`src/websocket_frame_deframer_core_assert.svh`:
```
// ---------------------------------------------------------------------------
// Assertion macros for the WebSocket frame deframer.
// ---------------------------------------------------------------------------
`ifndef WEBSOCKET_FRAME_DEFRAMER_CORE_ASSERT_SVH
`define WEBSOCKET_FRAME_DEFRAMER_CORE_ASSERT_SVH

// Same-cycle implication, checked on every clock edge out of reset.
`define WSD_ASSERT_IMPL(label, ante, cons) \
  label: assert property (@(posedge clk_i) disable iff (!rst_ni) (ante) |-> (cons)) \
    else $error("deframer assertion failed");

// Next-cycle implication, checked on every clock edge out of reset.
`define WSD_ASSERT_NEXT(label, ante, cons) \
  label: assert property (@(posedge clk_i) disable iff (!rst_ni) (ante) |=> (cons)) \
    else $error("deframer assertion failed");

`endif

```
`src/wsd_pkg.sv`:
```
// ---------------------------------------------------------------------------
// WebSocket deframer package
// Shared parse phase type, result bundle and header constants.
// ---------------------------------------------------------------------------
package wsd_pkg;

  // Parse phase, one-hot coded.
  typedef enum logic [6:0] {
    PH_HDR     = 7'b0000001,
    PH_LEN     = 7'b0000010,
    PH_EXT16   = 7'b0000100,
    PH_EXT64   = 7'b0001000,
    PH_MASK    = 7'b0010000,
    PH_PAYLOAD = 7'b0100000,
    PH_DEAD    = 7'b1000000
  } phase_e;

  // Seven-bit length code that selects the 16-bit extended length.
  localparam logic [6:0] LenExt16 = 7'd126;
  // Header byte counter value on the last byte of each header field.
  localparam logic [2:0] Ext16Last = 3'd1;
  localparam logic [2:0] Ext64Last = 3'd7;
  localparam logic [2:0] MaskLast  = 3'd3;

  // One result beat as produced by the parser.
  typedef struct packed {
    logic       valid;
    logic [7:0] payload_byte;
    logic [3:0] frame_opcode;
    logic       final_fragment;
    logic       last_byte;
    logic       empty_frame;
    logic       unmasked_error;
  } result_t;

endpackage

```
`src/wsd_parse.sv`:
```
// ---------------------------------------------------------------------------
// WebSocket deframer parser
// Holds the frame parse state and turns one received byte into at most one
// combinational result.
// ---------------------------------------------------------------------------
module wsd_parse (
  input  logic             clk_i,
  input  logic             rst_ni,
  input  logic             step_i,
  input  logic [7:0]       rx_byte_i,
  output wsd_pkg::result_t res_o
);
  import wsd_pkg::*;

  phase_e      phase_q, phase_d;
  logic [2:0]  hc_q, hc_d;
  logic [63:0] acc_q, acc_d;
  logic [63:0] rem_q, rem_d;
  logic [31:0] key_q, key_d;
  logic [1:0]  idx_q, idx_d;
  logic [3:0]  op_q, op_d;
  logic        fin_q, fin_d;

  logic [7:0]  key_byte;
  logic [2:0]  ext_last;

  // Mask byte for the current payload index; the first mask byte sits on top.
  always_comb begin
    unique case (idx_q)
      2'd0:    key_byte = key_q[31:24];
      2'd1:    key_byte = key_q[23:16];
      2'd2:    key_byte = key_q[15:8];
      default: key_byte = key_q[7:0];
    endcase
  end

  assign ext_last = (phase_q == PH_EXT16) ? Ext16Last : Ext64Last;

  // Next state and result for one byte.
  always_comb begin
    phase_d = phase_q;
    hc_d    = hc_q;
    acc_d   = acc_q;
    rem_d   = rem_q;
    key_d   = key_q;
    idx_d   = idx_q;
    op_d    = op_q;
    fin_d   = fin_q;

    res_o                = '0;
    res_o.frame_opcode   = op_q;
    res_o.final_fragment = fin_q;

    if (step_i) begin
      unique case (phase_q)
        PH_HDR: begin
          fin_d   = rx_byte_i[7];
          op_d    = rx_byte_i[3:0];
          phase_d = PH_LEN;
        end
        PH_LEN: begin
          // Bit 7 is the mask bit; a client frame without it is fatal.
          if (!rx_byte_i[7]) begin
            phase_d              = PH_DEAD;
            res_o.valid          = 1'b1;
            res_o.unmasked_error = 1'b1;
          end else begin
            hc_d  = '0;
            acc_d = '0;
            key_d = '0;
            if (rx_byte_i[6:0] < LenExt16) begin
              rem_d   = {57'd0, rx_byte_i[6:0]};
              phase_d = PH_MASK;
            end else if (rx_byte_i[6:0] == LenExt16) begin
              phase_d = PH_EXT16;
            end else begin
              phase_d = PH_EXT64;
            end
          end
        end
        PH_EXT16, PH_EXT64: begin
          // Extended length arrives big-endian.
          acc_d = {acc_q[55:0], rx_byte_i};
          if (hc_q == ext_last) begin
            rem_d   = {acc_q[55:0], rx_byte_i};
            hc_d    = '0;
            phase_d = PH_MASK;
          end else begin
            hc_d = hc_q + 3'd1;
          end
        end
        PH_MASK: begin
          key_d = {key_q[23:0], rx_byte_i};
          if (hc_q >= MaskLast) begin
            hc_d  = '0;
            idx_d = '0;
            if (rem_q == 64'd0) begin
              phase_d           = PH_HDR;
              res_o.valid       = 1'b1;
              res_o.empty_frame = 1'b1;
            end else begin
              phase_d = PH_PAYLOAD;
            end
          end else begin
            hc_d = hc_q + 3'd1;
          end
        end
        PH_PAYLOAD: begin
          res_o.valid        = 1'b1;
          res_o.payload_byte = rx_byte_i ^ key_byte;
          res_o.last_byte    = (rem_q == 64'd1);
          idx_d              = idx_q + 2'd1;
          rem_d              = rem_q - 64'd1;
          if (rem_q == 64'd1) begin
            phase_d = PH_HDR;
          end
        end
        PH_DEAD: begin
          phase_d = PH_DEAD;
        end
        default: begin
          phase_d = PH_HDR;
        end
      endcase
    end
  end

  // Parse state registers.
  always_ff @(posedge clk_i or negedge rst_ni) begin
    if (!rst_ni) begin
      phase_q <= PH_HDR;
      hc_q    <= '0;
      acc_q   <= '0;
      rem_q   <= '0;
      key_q   <= '0;
      idx_q   <= '0;
      op_q    <= '0;
      fin_q   <= 1'b0;
    end else begin
      phase_q <= phase_d;
      hc_q    <= hc_d;
      acc_q   <= acc_d;
      rem_q   <= rem_d;
      key_q   <= key_d;
      idx_q   <= idx_d;
      op_q    <= op_d;
      fin_q   <= fin_d;
    end
  end

  `include "websocket_frame_deframer_core_assert.svh"

  // Once an unmasked frame is seen the parser never leaves the dead phase.
  `WSD_ASSERT_NEXT(a_dead_sticky, phase_q == PH_DEAD, phase_q == PH_DEAD)
  // An error result only comes out of the length byte.
  `WSD_ASSERT_IMPL(a_err_on_len, res_o.valid && res_o.unmasked_error, phase_q == PH_LEN)
  // Payload phase always has at least one byte left to deliver.
  `WSD_ASSERT_IMPL(a_payload_nonzero, phase_q == PH_PAYLOAD, rem_q != 64'd0)
  // The mask byte counter never passes the fourth mask byte.
  `WSD_ASSERT_IMPL(a_mask_count, phase_q == PH_MASK, hc_q <= MaskLast)

endmodule

```
`src/wsd_out_reg.sv`:
```
// ---------------------------------------------------------------------------
// WebSocket deframer output register
// Holds one result beat until the downstream side takes it.
// ---------------------------------------------------------------------------
module wsd_out_reg (
  input  logic             clk_i,
  input  logic             rst_ni,
  input  logic             step_i,
  input  wsd_pkg::result_t res_i,
  input  logic             out_stall_i,
  output logic             advance_o,
  output logic             out_valid_o,
  output logic [7:0]       payload_byte_o,
  output logic [3:0]       frame_opcode_o,
  output logic             final_fragment_o,
  output logic             last_byte_o,
  output logic             empty_frame_o,
  output logic             unmasked_error_o
);
  import wsd_pkg::*;

  logic    valid_q, valid_d;
  result_t data_q;

  // The register can take a new beat when it is empty or being drained.
  assign advance_o = !valid_q || !out_stall_i;
  assign valid_d   = advance_o ? (step_i && res_i.valid) : valid_q;

  always_ff @(posedge clk_i or negedge rst_ni) begin
    if (!rst_ni) begin
      valid_q <= 1'b0;
    end else begin
      valid_q <= valid_d;
    end
  end

  // Payload fields load only with a new result beat.
  always_ff @(posedge clk_i) begin
    if (step_i && res_i.valid && advance_o) begin
      data_q <= res_i;
    end
  end

  assign out_valid_o      = valid_q;
  assign payload_byte_o   = data_q.payload_byte;
  assign frame_opcode_o   = data_q.frame_opcode;
  assign final_fragment_o = data_q.final_fragment;
  assign last_byte_o      = data_q.last_byte;
  assign empty_frame_o    = data_q.empty_frame;
  assign unmasked_error_o = data_q.unmasked_error;

endmodule

```
`src/websocket_frame_deframer_core.sv`:
```
// ---------------------------------------------------------------------------
// WebSocket frame deframer core
// Parses masked client-to-server frames from a byte stream and delivers the
// unmasked payload bytes, empty-frame marks and unmasked-frame errors.
// ---------------------------------------------------------------------------
//  Channel  Direction  Handshake               Payload
//  in       input      in_valid_i/in_stall_o   rx_byte_i
//  out      output     out_valid_o/out_stall_i payload_byte_o, frame_opcode_o,
//                                              final_fragment_o, last_byte_o,
//                                              empty_frame_o, unmasked_error_o
//
// One byte per cycle unless the output stalls; a stall holds the output
// register and backs up through the input register to in_stall_o in the same
// cycle. A byte's result passes from the input register through the parse
// logic into the output register. The rate is set by the combinational parse
// step, whose deepest path is the 64-bit remaining-length decrement and
// compare. Reset clears the parse state to wait for a frame's first byte; no
// clearing pass is needed. Header and mask bytes give no output beat, save an
// unmasked-frame error on the length byte and an empty-frame mark.
// ---------------------------------------------------------------------------
module websocket_frame_deframer_core (
  input  logic       clk_i,
  input  logic       rst_ni,
  input  logic       in_valid_i,
  output logic       in_stall_o,
  input  logic [7:0] rx_byte_i,
  output logic       out_valid_o,
  input  logic       out_stall_i,
  output logic [7:0] payload_byte_o,
  output logic [3:0] frame_opcode_o,
  output logic       final_fragment_o,
  output logic       last_byte_o,
  output logic       empty_frame_o,
  output logic       unmasked_error_o
);
  import wsd_pkg::*;

  logic       in_valid_q;
  logic [7:0] in_byte_q;
  logic       advance;
  logic       step;
  result_t    res;

  // The buffered byte is parsed when the output register can take its result.
  assign step       = in_valid_q && advance;
  assign in_stall_o = in_valid_q && !advance;

  // Input register.
  always_ff @(posedge clk_i or negedge rst_ni) begin
    if (!rst_ni) begin
      in_valid_q <= 1'b0;
    end else if (!in_stall_o) begin
      in_valid_q <= in_valid_i;
    end
  end

  always_ff @(posedge clk_i) begin
    if (in_valid_i && !in_stall_o) begin
      in_byte_q <= rx_byte_i;
    end
  end

  // Frame parser.
  wsd_parse u_parse (
    .clk_i     (clk_i),
    .rst_ni    (rst_ni),
    .step_i    (step),
    .rx_byte_i (in_byte_q),
    .res_o     (res)
  );

  // Result register.
  wsd_out_reg u_out_reg (
    .clk_i            (clk_i),
    .rst_ni           (rst_ni),
    .step_i           (step),
    .res_i            (res),
    .out_stall_i      (out_stall_i),
    .advance_o        (advance),
    .out_valid_o      (out_valid_o),
    .payload_byte_o   (payload_byte_o),
    .frame_opcode_o   (frame_opcode_o),
    .final_fragment_o (final_fragment_o),
    .last_byte_o      (last_byte_o),
    .empty_frame_o    (empty_frame_o),
    .unmasked_error_o (unmasked_error_o)
  );

endmodule

```
`config.mk`:
```
export PLATFORM = sky130hd
export DESIGN_NAME = websocket_frame_deframer_core
export DESIGN_NICKNAME = d
export VERILOG_FILES = /design/src/wsd_pkg.sv /design/src/wsd_parse.sv /design/src/wsd_out_reg.sv /design/src/websocket_frame_deframer_core.sv
export VERILOG_INCLUDE_DIRS = /design/src /design/src/src
export SDC_FILE = /design/constraint.sdc
export NUM_CORES = 1
export LEC_CHECK = 0
export BUFFER_PORTS_ARGS = -buffer_cell sky130_fd_sc_hd__buf_4
export CORE_ASPECT_RATIO = 1.4
export CORE_MARGIN = 2
export CORE_UTILIZATION = 35
export DETAILED_ROUTE_END_ITERATION = 16
export GPL_TIMING_DRIVEN = 1
export PLACE_DENSITY_LB_ADDON = 0.3
export SLEW_MARGIN = 5
export SYNTH_ARGS = -nofsm -noshare
export SYNTH_HDL_FRONTEND = slang
export SYNTH_SLANG_ARGS = --single-unit
```
`constraint.sdc`:
```
create_clock -name clk_i -period 6.86 [get_ports clk_i]
set_input_delay 0.343 -clock clk_i [delete_from_list [all_inputs] [get_ports clk_i]]
set_output_delay 0.343 -clock clk_i [all_outputs]
set_load 0.1 [all_outputs]
```
==> metrics <==
total number of vias=7,608; DRC viols=0; Die ar.=28,570 sq um; core area=26,830 sq um; DIE HEIGHT=199.2 microns; CTS tree=built; sequential-to-total area share from yosys stat=0.5251; WP data required=6.94 ns; Final ANT Viol Nets=0; Power per Cell Area=294.8 nW/um^2; largest family of logic cells by synthesized area=compound AO/OA/AOI/OAI gates; Remaining Overflow, GRT=0; H-tree Lvls=4; Slew HR=0.2340; Final nets=940; FF+latch count, synth=195; critical path startpoint category=register; Syn Inst Count=934; ANT cells=0; # setup viols final=0; final period utilization=0.4772; global placement routability congestion=0.8862; FFs w/ async S/R, synth=0.8769; Pre-antenna DRT Iters=7; Fill cells=2,657; Worst Hold Slack=-0.03334 ns; Post-synth top cells=dfrtp_1, o21ai_0, a22o_1; largest area contributor in the netlist=dfrtp_1; total track usage=0.1902; port bufs=29; io pins=30; final WL=26.29 mm; xor-xnor portion of the synthesized cell area=0.009196; Starting Density=0.3550; Post-Syn Nets=955; hpwl dp=17.50 mm; drt first-iter violations=645; register area=5001 sq um; pre-CTS setup slack=3.658 ns; post-route setup slack=3.587 ns; Worst Tran Pin Value=1.149 ns; Post-Synth Simple-Gate Area=0.1515; Area growth syn-to-layout=11.68%; post-synth top area share=0.4467; fmax=0.3055 GHz; WP data arrival=3.35 ns; RSZ-0062 raised after global routing=false; yosys warns=0; failing checks=hold timing; Hold Path Class=in -> async; Syn Area/Cell=10.20 sq um; vias in the first global route=7,573; Rows=71; crit path capture type=register; clk buf depth=2; area of the multi-input gates=4245 sq um; antenna violations before repair=0; number of vias per cell=5.866; worst skew pair latency=0.45 ns; Layout Skew=0.01848 ns; pin count of the biggest net entering global routing=100; WS Path Type=reg -> reg; setup bufs post-CTS=0; Primary FF master, synth=dfrtp_1; largest fanout on the critical path=16; Mapped Area=9524 sq um; Synth cell types=64; MaxCap Viol Count=0; most numerous cell in the Yosys netlist=dfrtp_1; top cells by area, synth=dfrtp_1, a22o_1, edfxtp_1, o21ai_0, nor2_1; Synth Area in Compound Gates=0.2566; Num CTS Buffers=17; Final TNS setup=0 ns; CTS-repair resized insts=0; Post-Synth Adder-Cell Area=0.01182; final hold vios=16; Avg WL per Cell=20.27 microns; Hold Buf Count CTS=0; CTS Sinks=195; Max Slew Vio Count=0; post-synthesis mux area share=0.01301; number of synthesized flops with an enable pin=24; Clock Tree Root=clkbuf_16; fin crit period=3.273 ns; layout cells sized above 1=0.1073; status=finished, violations left; Max IR drop VDD=0.1670 mV; Clock transition at path regs=0.08 ns; leakage power=4.525 nW; Die X=143.4 microns; global-route wire length before repair=41.99 mm
critical path, stage by stage (launching register included):
cell	delay [ns]
dfrtp_1	0.42
nor3_1	0.57
and4b_1	0.51
nor3b_1	0.33
and3_1	0.29
nand3_1	0.15
nand2_1	0.63
power breakdown:
part           switching, W  total, W  internal (W)  leakage (nW)
clock network      0.000522   0.00103      0.000508         0.299
logic              0.000484  0.000717      0.000233          1.67
registers          0.000111   0.00139       0.00128          2.56
kinds of logic after synthesis:
family / after synthesis
and+or+nand+nor: 276
xor gates and xnor gates: 10
AOI/OAI and AO/OA: 355
muxes: 10
adders and majority gates: 9
buffers and inverters: 79
DFF: 195
layout by cell type, fill, tap and decap left out, types with 7 or more instances in the layout:
cell type and instances:
dfrtp_1 170, o21ai_0 105, a22o_1 96, nor2_1 71
nand2_1 57, nor3_1 45, a21oi_1 39, buf_4 36
a22oi_1 25, edfxtp_1 24, a31oi_1 19, nor4_1 17
clkbuf_16 17, a32oi_1 14, or3_1 12, nand3_1 11
and3_1 9, o2bb2ai_1 9, ha_1 9, inv_1 8
nand4_1 8, o21ai_1 8, a222oi_1 8, xnor2_1 8
nand2b_1 7, mux2_2 7
cell type report:
| cell class | instances | share of cell area |
|---|---|---|
| well taps | 365 | 0.04294 |
| multi-input cells | 660 | 0.3991 |
| inverters | 8 | 0.002823 |
| repair buffers | 37 | 0.02647 |
| clock buffers | 18 | 0.04129 |
| flip-flops and latches | 195 | 0.4702 |
| clock inverters | 14 | 0.01717 |
routing by layer:
metal | GRT usage | wire (microns) | vias to the layer above
met3 | 0.03067 | 898 | 53
met5 | 0 | 0 | -
met1 | 0.2276 | 10810 | 3803
met2 | 0.3377 | 13790 | 196
met4 | 0.07807 | 796 | 0
li1 | - | - | 3556
state kept, by name, summed over array words and instances, names as in the netlist:
signal	cells
in_byte_q	8
in_valid_q	1
u_parse.key_q	32
u_parse.acc_q	56
u_out_reg.frame_opcode_o	4
u_out_reg.payload_byte_o	8
u_parse.idx_q	2
u_parse.op_q	4
u_parse.phase_q	7
u_out_reg.unmasked_error_o	1
u_out_reg.final_fragment_o	1
u_parse.rem_q	64
u_parse.hc_q	3
u_out_reg.last_byte_o	1
u_out_reg.out_valid_o	1
u_parse.fin_q	1
u_out_reg.empty_frame_o	1
metrics by stage:
stage	hold slack (ns)	cells	total power [W]	utilization	instance area [sq um]
final	-0.03334	1297	0.003136	0.3965	10640
after global routing	0.04942	1297	0.003292	0.3965	10640
after detailed placement	0.4328	1265	0.002124	0.3733	10010
after CTS	0.05341	1297	0.003154	0.3965	10640
after floorplan	0.04741	934	0.001916	-	9524
after global placement	0.4294	1265	0.002118	0.3733	10010
final timing paths:
kind                                    from                           to  slack (ns)  depth (start not counted)
max in group asynchronous             rst_ni             u_parse.rem_q[1]        5.41                          2
hold reg to reg              u_parse.op_q[1]  u_out_reg.frame_opcode_o[1]        0.45                          0
hold / removal                        rst_ni            u_parse.acc_q[55]       -0.03                          1
min in group clk_i              rx_byte_i[1]                 in_byte_q[1]        0.06                          1
setup reg to reg           u_parse.rem_q[37]      u_out_reg.empty_frame_o        3.59                          6
setup / recovery           u_parse.rem_q[37]      u_out_reg.empty_frame_o        3.59                          6
Note: power is estimated with default switching activity, not from simulation.
